**src/rtl/sdtc_pkg.sv**
```systemverilog
// shared constants and types of the strip degenerate triangle check
package sdtc_pkg;

  // configuration port
  localparam int APB_ADDR_W = 4;
  localparam int APB_DATA_W = 64;
  localparam int REG_IDX_W  = APB_ADDR_W - 3;
  localparam logic [REG_IDX_W-1:0] REG_AREA_THRESHOLD = '0;

  localparam int THRESH_W = 64;

  // input tuser layout
  localparam int IN_USER_W        = 2;
  localparam int USER_STRIP_START = 0;
  localparam int USER_QUERY_START = 1;

  // output tdata layout
  localparam int OUT_DATA_W = 8;

  typedef struct packed {
    logic any_nondegenerate;
    logic triangle_nondegenerate;
  } res_t;

endpackage

```
**src/rtl/sdtc_front.sv**
```systemverilog
// front end: vertex window, strip tracking and edge vector forming
module sdtc_front #(
  parameter int COORD_BITS = 16
) (
  input  logic                                               clk_i,
  input  logic                                               rst_ni,
  input  logic                                               valid_i,
  output logic                                               ready_o,
  input  logic [((3*COORD_BITS+7)/8)*8-1:0]                  data_i,
  input  logic [sdtc_pkg::IN_USER_W-1:0]                     user_i,
  output logic                                               push_valid_o,
  input  logic                                               push_ready_i,
  output logic [6*(COORD_BITS+1):0]                          push_data_o
);
  import sdtc_pkg::*;

  localparam int D = COORD_BITS + 1;
  localparam logic [1:0] FILL_FULL = 2'd2;

  logic signed [COORD_BITS-1:0] older_q [3];
  logic signed [COORD_BITS-1:0] newer_q [3];
  logic signed [COORD_BITS-1:0] cur     [3];
  logic signed [D-1:0]          ab      [3];
  logic signed [D-1:0]          ac      [3];
  logic [1:0] fill_q, fill_d, fill_eff;
  logic       pend_clr_q, pend_clr_d;
  logic       accept, has_tri, clr;

  assign ready_o      = push_ready_i;
  assign accept       = valid_i && push_ready_i;
  assign fill_eff     = user_i[USER_STRIP_START] ? 2'd0 : fill_q;
  assign has_tri      = (fill_eff == FILL_FULL);
  assign clr          = user_i[USER_QUERY_START] || pend_clr_q;
  assign push_valid_o = valid_i && has_tri;

  always_comb begin
    for (int k = 0; k < 3; k++) begin
      cur[k] = data_i[k*COORD_BITS +: COORD_BITS];
      ab[k]  = D'(newer_q[k]) - D'(older_q[k]);
      ac[k]  = D'(cur[k]) - D'(older_q[k]);
      push_data_o[k*D +: D]     = ab[k];
      push_data_o[(k+3)*D +: D] = ac[k];
    end
    push_data_o[6*D] = clr;
  end

  // a query start on a vertex without a triangle is carried to the next one
  always_comb begin
    fill_d     = fill_q;
    pend_clr_d = pend_clr_q;
    if (accept) begin
      fill_d     = has_tri ? FILL_FULL : fill_eff + 2'd1;
      pend_clr_d = has_tri ? 1'b0 : clr;
    end
  end

  always_ff @(posedge clk_i or negedge rst_ni) begin
    if (!rst_ni) begin
      fill_q     <= '0;
      pend_clr_q <= 1'b0;
    end else begin
      fill_q     <= fill_d;
      pend_clr_q <= pend_clr_d;
    end
  end

  always_ff @(posedge clk_i) begin
    if (accept) begin
      for (int k = 0; k < 3; k++) begin
        older_q[k] <= newer_q[k];
        newer_q[k] <= cur[k];
      end
    end
  end

endmodule

```
**src/rtl/sdtc_queue.sv**
```systemverilog
// short fifo between front end and back end
module sdtc_queue #(
  parameter int DATA_W = 103,
  parameter int DEPTH  = 2
) (
  input  logic              clk_i,
  input  logic              rst_ni,
  input  logic              wr_valid_i,
  output logic              wr_ready_o,
  input  logic [DATA_W-1:0] wr_data_i,
  output logic              rd_valid_o,
  input  logic              rd_ready_i,
  output logic [DATA_W-1:0] rd_data_o
);
  localparam int PTR_W = (DEPTH > 1) ? $clog2(DEPTH) : 1;
  localparam int CNT_W = $clog2(DEPTH + 1);
  localparam logic [PTR_W-1:0] PTR_LAST = PTR_W'(DEPTH - 1);

  logic [DATA_W-1:0] mem_q [DEPTH];
  logic [PTR_W-1:0]  wr_ptr_q, rd_ptr_q;
  logic [CNT_W-1:0]  cnt_q;
  logic              do_wr, do_rd;

  assign wr_ready_o = (cnt_q != CNT_W'(DEPTH));
  assign rd_valid_o = (cnt_q != '0);
  assign rd_data_o  = mem_q[rd_ptr_q];
  assign do_wr      = wr_valid_i && wr_ready_o;
  assign do_rd      = rd_valid_o && rd_ready_i;

  always_ff @(posedge clk_i or negedge rst_ni) begin
    if (!rst_ni) begin
      wr_ptr_q <= '0;
      rd_ptr_q <= '0;
      cnt_q    <= '0;
    end else begin
      if (do_wr) begin
        wr_ptr_q <= (wr_ptr_q == PTR_LAST) ? '0 : wr_ptr_q + 1'b1;
      end
      if (do_rd) begin
        rd_ptr_q <= (rd_ptr_q == PTR_LAST) ? '0 : rd_ptr_q + 1'b1;
      end
      if (do_wr && !do_rd) begin
        cnt_q <= cnt_q + 1'b1;
      end else if (do_rd && !do_wr) begin
        cnt_q <= cnt_q - 1'b1;
      end
    end
  end

  always_ff @(posedge clk_i) begin
    if (do_wr) begin
      mem_q[wr_ptr_q] <= wr_data_i;
    end
  end

endmodule

```
**src/rtl/sdtc_back.sv**
```systemverilog
// back end: cross product and squared magnitude on one shared multiplier
module sdtc_back #(
  parameter int COORD_BITS = 16
) (
  input  logic                              clk_i,
  input  logic                              rst_ni,
  input  logic                              q_valid_i,
  output logic                              q_ready_o,
  input  logic [6*(COORD_BITS+1):0]         q_data_i,
  input  logic [sdtc_pkg::THRESH_W-1:0]     thr_i,
  output logic                              res_valid_o,
  input  logic                              res_ready_i,
  output sdtc_pkg::res_t                    res_o
);
  import sdtc_pkg::*;

  localparam int D     = COORD_BITS + 1;      // edge component
  localparam int M     = D + 1;               // multiplier operand
  localparam int P     = 2 * M;               // product
  localparam int C     = 2 * COORD_BITS + 3;  // cross component
  localparam int H     = D;                   // half of a cross magnitude
  localparam int S     = 4 * COORD_BITS + 4;  // sum of squares
  localparam int CMP_W = (S > THRESH_W) ? S : THRESH_W;
  localparam int NSTEP = 15;
  localparam int CNT_W = $clog2(NSTEP + 1);

  // multiplier schedule
  localparam logic [CNT_W-1:0] ST_CR0A = CNT_W'(0);
  localparam logic [CNT_W-1:0] ST_CR0B = CNT_W'(1);
  localparam logic [CNT_W-1:0] ST_CR1A = CNT_W'(2);
  localparam logic [CNT_W-1:0] ST_CR1B = CNT_W'(3);
  localparam logic [CNT_W-1:0] ST_CR2A = CNT_W'(4);
  localparam logic [CNT_W-1:0] ST_CR2B = CNT_W'(5);
  localparam logic [CNT_W-1:0] ST_SQ0L = CNT_W'(6);
  localparam logic [CNT_W-1:0] ST_SQ0M = CNT_W'(7);
  localparam logic [CNT_W-1:0] ST_SQ0H = CNT_W'(8);
  localparam logic [CNT_W-1:0] ST_SQ1L = CNT_W'(9);
  localparam logic [CNT_W-1:0] ST_SQ1M = CNT_W'(10);
  localparam logic [CNT_W-1:0] ST_SQ1H = CNT_W'(11);
  localparam logic [CNT_W-1:0] ST_SQ2L = CNT_W'(12);
  localparam logic [CNT_W-1:0] ST_SQ2M = CNT_W'(13);
  localparam logic [CNT_W-1:0] ST_SQ2H = CNT_W'(14);
  localparam logic [CNT_W-1:0] ST_LAST = CNT_W'(NSTEP);

  typedef enum logic [1:0] {S_IDLE, S_RUN, S_CMP} state_e;

  state_e             state_q, state_d;
  logic [CNT_W-1:0]   cnt_q, cnt_d, tag;
  logic signed [D-1:0] ab_q [3];
  logic signed [D-1:0] ac_q [3];
  logic signed [D-1:0] ab_d [3];
  logic signed [D-1:0] ac_d [3];
  logic signed [C-1:0] cr_q [3];
  logic signed [C-1:0] cr_d [3];
  logic signed [C-1:0] cr_pick;
  logic [C-1:0]        mag_full;
  logic [2*H-1:0]      mag;
  logic [H-1:0]        mag_lo, mag_hi;
  logic signed [M-1:0] op_a, op_b;
  logic signed [P-1:0] prod_q, prod_d;
  logic [S-1:0]        sum_q, sum_d, sq_term;
  logic                found_q, found_d;
  logic                out_vld_q, out_vld_d;
  res_t                out_q, out_d;
  logic                pass, pop;

  assign q_ready_o   = (state_q == S_IDLE);
  assign pop         = q_valid_i && q_ready_o;
  assign res_valid_o = out_vld_q;
  assign res_o       = out_q;
  assign tag         = cnt_q - 1'b1;
  assign pass        = CMP_W'(sum_q) > CMP_W'(thr_i);

  // which cross component is being squared
  always_comb begin
    case (cnt_q)
      ST_SQ1L, ST_SQ1M, ST_SQ1H: cr_pick = cr_q[1];
      ST_SQ2L, ST_SQ2M, ST_SQ2H: cr_pick = cr_q[2];
      default:                   cr_pick = cr_q[0];
    endcase
  end

  assign mag_full = cr_pick[C-1] ? -cr_pick : cr_pick;
  assign mag      = mag_full[2*H-1:0];
  assign mag_lo   = mag[H-1:0];
  assign mag_hi   = mag[2*H-1:H];

  always_comb begin
    case (cnt_q)
      ST_CR0A: begin op_a = M'(ab_q[1]); op_b = M'(ac_q[2]); end
      ST_CR0B: begin op_a = M'(ab_q[2]); op_b = M'(ac_q[1]); end
      ST_CR1A: begin op_a = M'(ab_q[2]); op_b = M'(ac_q[0]); end
      ST_CR1B: begin op_a = M'(ab_q[0]); op_b = M'(ac_q[2]); end
      ST_CR2A: begin op_a = M'(ab_q[0]); op_b = M'(ac_q[1]); end
      ST_CR2B: begin op_a = M'(ab_q[1]); op_b = M'(ac_q[0]); end
      ST_SQ0L, ST_SQ1L, ST_SQ2L: begin
        op_a = $signed({1'b0, mag_lo});
        op_b = $signed({1'b0, mag_lo});
      end
      ST_SQ0M, ST_SQ1M, ST_SQ2M: begin
        op_a = $signed({1'b0, mag_lo});
        op_b = $signed({1'b0, mag_hi});
      end
      ST_SQ0H, ST_SQ1H, ST_SQ2H: begin
        op_a = $signed({1'b0, mag_hi});
        op_b = $signed({1'b0, mag_hi});
      end
      default: begin op_a = '0; op_b = '0; end
    endcase
  end

  assign prod_d  = op_a * op_b;
  assign sq_term = {{(S-P){1'b0}}, prod_q};

  // accumulate the registered product of the previous step
  always_comb begin
    for (int k = 0; k < 3; k++) begin
      cr_d[k] = cr_q[k];
    end
    sum_d = sum_q;
    if (state_q == S_IDLE) begin
      sum_d = '0;
    end else if (state_q == S_RUN && cnt_q != '0) begin
      case (tag)
        ST_CR0A: cr_d[0] = prod_q[C-1:0];
        ST_CR0B: cr_d[0] = cr_q[0] - prod_q[C-1:0];
        ST_CR1A: cr_d[1] = prod_q[C-1:0];
        ST_CR1B: cr_d[1] = cr_q[1] - prod_q[C-1:0];
        ST_CR2A: cr_d[2] = prod_q[C-1:0];
        ST_CR2B: cr_d[2] = cr_q[2] - prod_q[C-1:0];
        ST_SQ0L, ST_SQ1L, ST_SQ2L: sum_d = sum_q + sq_term;
        ST_SQ0M, ST_SQ1M, ST_SQ2M: sum_d = sum_q + (sq_term << (H + 1));
        ST_SQ0H, ST_SQ1H, ST_SQ2H: sum_d = sum_q + (sq_term << (2 * H));
        default: ;
      endcase
    end
  end

  always_comb begin
    state_d   = state_q;
    cnt_d     = cnt_q;
    found_d   = found_q;
    out_vld_d = out_vld_q && !res_ready_i;
    out_d     = out_q;
    for (int k = 0; k < 3; k++) begin
      ab_d[k] = ab_q[k];
      ac_d[k] = ac_q[k];
    end
    case (state_q)
      S_IDLE: begin
        if (pop) begin
          for (int k = 0; k < 3; k++) begin
            ab_d[k] = q_data_i[k*D +: D];
            ac_d[k] = q_data_i[(k+3)*D +: D];
          end
          if (q_data_i[6*D]) begin
            found_d = 1'b0;
          end
          cnt_d   = '0;
          state_d = S_RUN;
        end
      end
      S_RUN: begin
        cnt_d = cnt_q + 1'b1;
        if (cnt_q == ST_LAST) begin
          state_d = S_CMP;
        end
      end
      S_CMP: begin
        // wait here while the previous word is still held
        if (!out_vld_q || res_ready_i) begin
          out_vld_d                    = 1'b1;
          out_d.triangle_nondegenerate = pass;
          out_d.any_nondegenerate      = found_q || pass;
          found_d                      = found_q || pass;
          state_d                      = S_IDLE;
        end
      end
      default: state_d = S_IDLE;
    endcase
  end

  always_ff @(posedge clk_i or negedge rst_ni) begin
    if (!rst_ni) begin
      state_q   <= S_IDLE;
      cnt_q     <= '0;
      found_q   <= 1'b0;
      out_vld_q <= 1'b0;
      out_q     <= '0;
    end else begin
      state_q   <= state_d;
      cnt_q     <= cnt_d;
      found_q   <= found_d;
      out_vld_q <= out_vld_d;
      out_q     <= out_d;
    end
  end

  always_ff @(posedge clk_i) begin
    for (int k = 0; k < 3; k++) begin
      ab_q[k] <= ab_d[k];
      ac_q[k] <= ac_d[k];
      cr_q[k] <= cr_d[k];
    end
    prod_q <= prod_d;
    sum_q  <= sum_d;
  end

  a_start_run: assert property (@(posedge clk_i) disable iff (!rst_ni)
    pop |=> (state_q == S_RUN && cnt_q == '0))
    else $error("back end did not start at step zero");

  a_step_count: assert property (@(posedge clk_i) disable iff (!rst_ni)
    (state_q == S_RUN && cnt_q != ST_LAST) |=>
      (state_q == S_RUN && cnt_q == CNT_W'($past(cnt_q) + 1'b1)))
    else $error("multiplier schedule skipped a step");

  a_hold_cmp: assert property (@(posedge clk_i) disable iff (!rst_ni)
    (state_q == S_CMP && out_vld_q && !res_ready_i) |=> state_q == S_CMP)
    else $error("result written over a word not yet taken");

  a_sticky: assert property (@(posedge clk_i) disable iff (!rst_ni)
    (res_valid_o && res_o.triangle_nondegenerate) |-> res_o.any_nondegenerate)
    else $error("sticky flag missing on a passing triangle");

endmodule

```
**src/rtl/strip_degenerate_triangle_check_top.sv**
```systemverilog
// top level of the strip degenerate triangle check
//
// vertices come in on the s_axis channel, one word per vertex: tdata holds
// pos_x, pos_y, pos_z (COORD_BITS each, signed), tuser holds strip_start and
// query_start. from the third vertex of a strip on, each vertex closes a
// triangle and one word leaves on m_axis with triangle_nondegenerate and
// any_nondegenerate; the first two vertices of a strip give no word.
// area_threshold is written over the apb port at address 0 while idle, a
// rule on the user that the block leaves unchecked. a vertex is taken while
// the queue has room and its triangle is queued; the back end works on one
// triangle at a time: it takes the entry, runs 15 products on one shared
// multiplier, one trailing accumulate and one compare, and takes no new
// entry until its word has left the compare step.
// vertices that close no triangle are not queued but still wait for room.
// a two-entry queue lets vertices arrive while a triangle is worked on;
// a stalled receiver holds the output word, the back end waits at its
// compare step and the queue then fills and drops s_axis_tready.
// reset empties the queue, clears the strip, the sticky flag and the
// threshold, and the stream then counts as a new strip.
module strip_degenerate_triangle_check_top #(
  parameter int COORD_BITS = 16
) (
  input  logic                                clk_i,
  input  logic                                rst_ni,
  // apb configuration
  input  logic                                psel,
  input  logic                                penable,
  input  logic                                pwrite,
  input  logic [sdtc_pkg::APB_ADDR_W-1:0]     paddr,
  input  logic [sdtc_pkg::APB_DATA_W-1:0]     pwdata,
  output logic [sdtc_pkg::APB_DATA_W-1:0]     prdata,
  output logic                                pready,
  // vertex stream
  input  logic                                s_axis_tvalid,
  output logic                                s_axis_tready,
  // pos_x, pos_y, pos_z, zero pad
  input  logic [((3*COORD_BITS+7)/8)*8-1:0]   s_axis_tdata,
  // strip_start, query_start
  input  logic [sdtc_pkg::IN_USER_W-1:0]      s_axis_tuser,
  // result stream
  output logic                                m_axis_tvalid,
  input  logic                                m_axis_tready,
  // triangle_nondegenerate, any_nondegenerate, zero pad
  output logic [sdtc_pkg::OUT_DATA_W-1:0]     m_axis_tdata
);
  import sdtc_pkg::*;

  localparam int ENTRY_W = 6 * (COORD_BITS + 1) + 1;

  logic [THRESH_W-1:0] thr_q;
  logic                reg_hit;
  logic                push_valid, push_ready;
  logic [ENTRY_W-1:0]  push_data;
  logic                q_valid, q_ready;
  logic [ENTRY_W-1:0]  q_data;
  res_t                res;

  assign pready  = 1'b1;
  assign reg_hit = (paddr[APB_ADDR_W-1:3] == REG_AREA_THRESHOLD);
  assign prdata  = reg_hit ? APB_DATA_W'(thr_q) : '0;

  always_ff @(posedge clk_i or negedge rst_ni) begin
    if (!rst_ni) begin
      thr_q <= '0;
    end else if (psel && penable && pwrite && pready && reg_hit) begin
      thr_q <= pwdata[THRESH_W-1:0];
    end
  end

  sdtc_front #(
    .COORD_BITS (COORD_BITS)
  ) u_front (
    .clk_i        (clk_i),
    .rst_ni       (rst_ni),
    .valid_i      (s_axis_tvalid),
    .ready_o      (s_axis_tready),
    .data_i       (s_axis_tdata),
    .user_i       (s_axis_tuser),
    .push_valid_o (push_valid),
    .push_ready_i (push_ready),
    .push_data_o  (push_data)
  );

  sdtc_queue #(
    .DATA_W (ENTRY_W),
    .DEPTH  (2)
  ) u_queue (
    .clk_i      (clk_i),
    .rst_ni     (rst_ni),
    .wr_valid_i (push_valid),
    .wr_ready_o (push_ready),
    .wr_data_i  (push_data),
    .rd_valid_o (q_valid),
    .rd_ready_i (q_ready),
    .rd_data_o  (q_data)
  );

  sdtc_back #(
    .COORD_BITS (COORD_BITS)
  ) u_back (
    .clk_i       (clk_i),
    .rst_ni      (rst_ni),
    .q_valid_i   (q_valid),
    .q_ready_o   (q_ready),
    .q_data_i    (q_data),
    .thr_i       (thr_q),
    .res_valid_o (m_axis_tvalid),
    .res_ready_i (m_axis_tready),
    .res_o       (res)
  );

  assign m_axis_tdata = {{(OUT_DATA_W-2){1'b0}}, res.any_nondegenerate,
                         res.triangle_nondegenerate};

endmodule

```
**config.mk**
```make
export PLATFORM = sky130hd
export DESIGN_NAME = strip_degenerate_triangle_check_top
export DESIGN_NICKNAME = d
export VERILOG_FILES = /design/src/rtl/sdtc_pkg.sv /design/src/rtl/sdtc_front.sv /design/src/rtl/sdtc_queue.sv /design/src/rtl/sdtc_back.sv /design/src/rtl/strip_degenerate_triangle_check_top.sv
export SDC_FILE = /design/constraint.sdc
export NUM_CORES = 2
export LEC_CHECK = 0
export BUFFER_PORTS_ARGS = -buffer_cell sky130_fd_sc_hd__buf_4
export CAP_MARGIN = 0
export CORE_ASPECT_RATIO = 2
export CORE_UTILIZATION = 43
export DETAILED_ROUTE_END_ITERATION = 8
export MAX_ROUTING_LAYER = met4
export SKIP_CTS_REPAIR_TIMING = 1
export SYNTH_ARGS = -nofsm -noshare
export SYNTH_HDL_FRONTEND = slang
export SYNTH_HIERARCHICAL = 1
export SYNTH_SLANG_ARGS = --single-unit
```
**constraint.sdc**
```tcl
create_clock -name clk_i -period 29.7 [get_ports clk_i]
set_clock_uncertainty 0.1 [all_clocks]
set_input_delay 5.94 -clock clk_i [delete_from_list [all_inputs] [get_ports clk_i]]
set_output_delay 5.94 -clock clk_i [all_outputs]
set_load 0.02 [all_outputs]
```
# Word level (Yosys, flattened, before mapping)
# Memories as Yosys holds them, arrays and structs flattened.
# Cells that the tools add are included.
# op_classes
bitwise_logic,1
n_eq_ne,37
n_mul,1
reduce_logical,47
add_sub_neg,20
muxes,38
magnitude_cmp,1
# ops
operator,count
$pmux W35 S2,4
$mux W105,2
$mux W51,4
$pmux W68 S3,1
$pmux W18 S5,2
$sub A35 B35 Y35,3
$sub A16 B16 Y17,6
$add A68 B36 Y68,1
$add A68 B54 Y68,1
$add A68 B68 Y68,1
$gt A68 B64 Y1,1
$mux W64,1
$eq A4 B4 Y1 const B,15
$mul A18 B18 Y36,1
$mux W34,1
$neg A34 Y34,1
$eq A4 B3 Y1 const B,8
$reduce_or A3 Y1,7
$eq A4 B2 Y1 const B,4
$mux W2,7
$mux W1,12
$reduce_or A2 Y1,6
$reduce_or A6 Y1,2
$logic_and A1 B1 Y1,11
25 further kinds,43
# word_totals
out_inout_bits,75
mem_count,6
wordCells,165
ram_bits,509
register_bits,185
in_bits,125
# memory_table
memory,words,width,read_ports,rd_ports_with_merged_regs,wr,line,source
u_queue.mem_q,2,103,1,0,1,sdtc_queue.sv:19,logic [DATA_W-1:0] mem_q [DEPTH];
u_back.cr_q,3,35,3,0,3,sdtc_back.sv:53,logic signed [C-1:0] cr_q [3];
u_back.ab_q,3,17,3,0,3,sdtc_back.sv:49,logic signed [D-1:0] ab_q [3];
u_back.ac_q,3,17,3,0,3,sdtc_back.sv:50,logic signed [D-1:0] ac_q [3];
u_front.newer_q,3,16,3,0,3,sdtc_front.sv:21,logic signed [COORD_BITS-1:0] newer_q [3];
u_front.older_q,3,16,3,0,3,sdtc_front.sv:20,logic signed [COORD_BITS-1:0] older_q [3];

# Logic depth before layout (Yosys ltp)
# depth
ltp_word,8
depth_mapped,45
ltp_nobuf,42

# Hierarchy
# Netlist, hierarchy kept.
# by_module_without_submodules
mod,n_inst,seq_area_each_um2,area_per_inst_um2,cells_each
sdtc_back,1,8548.2,38569.5,4442
sdtc_queue,1,6286.0,7878.8,339
sdtc_front,1,2957.8,7726.2,779
strip_degenerate_triangle_check_top,1,1601.5,3190.6,216

# Least setup slack after synthesis
# No wires, ideal clock.
# synth_path
path_kind,input -> output
from,input paddr[3] (netlist name)
to,output prdata[10] (netlist name)
setup_slack_ns,17.043
required_ns,23.660
arrival_ns,6.617
stages,3
cell_sequence,buf_2 clkbuf_1 nor2b_1
# synth_between
elab_chain_cells,1
# synth_lines
element,line,source
start: declaration,strip_degenerate_triangle_check_top.sv:29,"input logic [sdtc_pkg::APB_ADDR_W-1:0] paddr,"
$mux W64,strip_degenerate_triangle_check_top.sv:60,assign prdata = reg_hit ? APB_DATA_W'(thr_q) : '0;
end: declaration,strip_degenerate_triangle_check_top.sv:31,"output logic [sdtc_pkg::APB_DATA_W-1:0] prdata,"
# No other way between the ends.

# Worst setup path in the final report
# layout_path
from,register u_back.cnt_q[0]
to,register u_back.prod_q[34]
# layout_between
elab_chain_cells,7
elab_cells_between_ends,33
cone_classes,1 x add/sub; 1 x mul; 14 x eq/ne; 4 x mux; 13 x reduce/logical
# layout_lines
element,line,source
start: declaration,sdtc_back.sv:48,"logic [CNT_W-1:0] cnt_q, cnt_d, tag;"
start signal: assignment,sdtc_back.sv:192,cnt_q <= cnt_d;
$eq A4 B4 Y1,"sdtc_back.sv:76, sdtc_back.sv:89",
$reduce_or A3 Y1,sdtc_back.sv:76,case (cnt_q)
$pmux W35 S2,sdtc_back.sv:76,
$neg A34 Y34,sdtc_back.sv:83,assign mag_full = cr_pick[C-1] ? -cr_pick : cr_pick;
$mux W34,sdtc_back.sv:83,
$pmux W18 S5,sdtc_back.sv:89,case (cnt_q)
$mul A18 B18 Y36 (*),sdtc_back.sv:112,assign prod_d = op_a * op_b;
named net u_back.prod_d[34],sdtc_back.sv:60,"logic signed [P-1:0] prod_q, prod_d;"
end signal: assignment,sdtc_back.sv:205,prod_q <= prod_d;
end: declaration,sdtc_back.sv:60,
# The timed path passes the listed nets; every way through them passes the cells marked *.
# A chain may end at the register's enable or synchronous reset.

==> metrics.yaml <==
synthesis:
  ys_warn_count: 6
  ys_seq_elements: 694
  synth_flop_cell: "edfxtp_1"
  synthesis.area_mm2: 0.0574
  yosysTopAreaCellShare_pct: 26.6
  ys_seq_area_share_pct: 33.8
  synth-edff-count: 509
  synth_commonest_cells: "670 x inv_1, 530 x nand2_1, 509 x edfxtp_1, 469 x ha_1, 351 x nor2_1"
  avgSynthCellArea_um2: 9.93
  synth_area_leaders: "edfxtp_1 27%, fa_1 12%, ha_1 10%"
  ys_types: 103
  synth.largest_area_cell: "edfxtp_1"
  postSynth.asyncResetShare_pct: 11.7
  synthMostInstantiatedCell: "inv_1"
  netlist_instances: 5776
final_layout:
  finalNetCount: 6874
  syn_to_final_growth_pct: 9.79
  fillCellCount: 12500
  multi_input_area_mm2: 0.0346
  layout-drive-gt1-share_pct: 10.8
  regArea_mm2: 0.0194
  stdcell_area_mm2: 0.0630
critical_path:
  ff2ff_path_depth: 39
  cp-start-kind: "flip-flop"
  crit_arrival_ns: 13.80
  worstPathRequired_ns: 30.18
  cp_slowest_stage_delay_ns: 0.77
  critPathKind: "flip-flop to flip-flop"
  worstPathMaxFanout: 36
  crit_path_end_kind: "flip-flop"
  r2r_slack_ns: 16.39
  slowest_stage: "or4b_2"
routing:
  wl_per_cell_um: 23.6
  drc_errors: 0
  dr.pass1.iters: 9
  vias_per_cell: 5.81
  antenna_left: 0
  first_iter_violations: 2776
  wirelength_um: 182000
  vias: 44800
global_routing:
  grt_pass1_vias: 46000
  antenna_found_initial: 4
  grt_pass1_wl_um: 273000
  grtUsageTotal_pct: 27.8
  grt_max_degree: 79
  grt-ovfl-total: 0
cts:
  clockBufferDepth: 3
  clock_latency_ns: 0.68
  htreeDepth: 3
  root_buffer: "clkbuf_16"
  cts_sinks: 694
  cts_tree: "done"
  path_clk_slew_ns: 0.07
  cts_made_buffers: 67
timing:
  setup-violations-final: 0
  fin_tns_setup_ns: 0
  finalHoldViolCount: 0
  relSlewSlack_pct: 22.9
  maxSlewViolCount: 0
  fmax_mhz: 75.1
  worst_pin_slew_ns: 1.13
  post-route-period-util_pct: 44.8
  rsz0062_at_grt: "false"
  period_minus_slack_ns: 13.31
  whs_ns: 0.357
die:
  io_pins: 200
  die_w_um: 260
  dieArea_mm2: 0.135
  core.rowCount: 189
  die_height_um: 519
  core_region_area_mm2: 0.132
  start_util_pct: 43.3
hold_path:
  hold_depth: 0
  hold_path_class: "flip-flop to flip-flop"
placed_design:
  dpl-instance-area_mm2: 0.0608
  numPortBuffers: 189
  dpl.hpwl_um: 141000
  routabilityCongestion: 0.995
job:
  maxCapViolations: 0
status:
  status: "finished, final reports clean"
worst max-delay path: cells and delay by family, from the launching register on:
family,cells,cell delay [ns]
xor+xnor,2,0.48
buf+inv,8,1.20
fa+ha+maj,9,4.16
compound gates,10,3.69
simple gates,10,3.07
flops,1,0.45
final timing paths:
check / from / end
setup / recovery: u_back/cnt_q[0] / u_back/prod_q[34]
hold / removal: u_front/newer_q[0][0] / u_front/older_q[0][0]
setup reg to reg: u_back/cnt_q[0] / u_back/prod_q[34]
hold reg to reg: u_front/newer_q[0][0] / u_front/older_q[0][0]
max in group asynchronous: rst_ni / thr_q[13]
min in group asynchronous: rst_ni / thr_q[62]
through the flow:
stage               instances  util, %  setup slack, ns
detailed placement       7588     45.9            16.72
finish                   7714     47.6            16.39
global placement         7588     45.9            16.78
floorplan                5781        -            17.04
CTS                      7712     47.6            16.63
global route             7714     47.6            15.63
state kept, by name, summed over array words and instances (netlist names):
register            flops
u_queue/mem_q         206
u_back/cr_q           105
u_back/sum_q           68
thr_q                  64
u_back/ab_q            51
u_back/ac_q            51
u_front/newer_q        48
u_front/older_q        48
u_back/prod_q          36
u_back/cnt_q            4
u_back/res_o            2
u_back/state_q          2
u_front/fill_q          2
u_queue/cnt_q           2
u_back/found_q          1
u_back/res_valid_o      1
u_front/pend_clr_q      1
u_queue/rd_ptr_q        1
u_queue/wr_ptr_q        1
routing by layer:
metal / share of wire (%) / global-route usage, % / vias up
met5: 0 / - / -
met4: 8.7 / 20.4 / 0
met3: 4.2 / 3.14 / 624
met2: 54 / 50.4 / 1404
met1: 33 / 26.9 / 22100
li1: - / - / 20600
placed cells by master (no fill, tap or decap), types with 17 or more instances in the layout:
master | synthesis | layout
inv_1 | 670 | 669
nor2b_1 | 138 | 138
dfxtp_1 | 104 | 104
xor2_1 | 120 | 120
mux2_2 | 56 | 56
and3_1 | 45 | 44
o211ai_1 | 22 | 22
a21oi_1 | 345 | 343
fa_1 | 342 | 342
dfrtp_1 | 81 | 80
nand2b_1 | 75 | 75
ha_1 | 469 | 469
o21a_1 | 67 | 66
or3_1 | 23 | 23
o21bai_1 | 30 | 30
xnor2_1 | 208 | 208
buf_4 | 12 | 282
o21ai_0 | 336 | 335
nor3_1 | 78 | 77
mux2_4 | 120 | 120
a211oi_1 | 51 | 51
a21o_1 | 136 | 136
edfxtp_1 | 509 | 509
nor4_1 | 18 | 18
a31oi_1 | 46 | 45
a22oi_1 | 22 | 22
o31ai_1 | 29 | 29
nor2_1 | 351 | 345
a221o_1 | 26 | 26
a222oi_1 | 23 | 23
a221oi_1 | 37 | 36
and2_1 | 67 | 66
nand2_1 | 530 | 528
nand3_1 | 75 | 74
nand4_1 | 48 | 48
or2_2 | 17 | 17
clkbuf_16 | 0 | 69
cell type report:
cell class	instances	share of cell area, %
multi-input cells	4223	54.9
flip-flops and latches	694	30.8
inverters	670	4.00
well taps	1719	3.42
repair buffers	282	3.36
clock buffers	90	2.98
clock inverters	34	0.495
diodes	2	0.00795
cells by family (layout without fill, tap and decap cells):
family	after synthesis	count (layout)	share of synthesized area, %
AND/OR/NAND/NOR	1519	1519	12.6
AO/OA/AOI/OAI	1378	1378	16.0
buffers and inverters	864	1076	6.08
adder cells (fa/ha/maj)	811	811	22.2
flip-flops	694	694	33.8
XOR/XNOR	328	328	5.01
multiplexers	180	180	4.31
other	2	9	0.0131
Power is not shown: default switching activity piles up to over one toggle a cycle in this logic, so the estimate is an artifact.
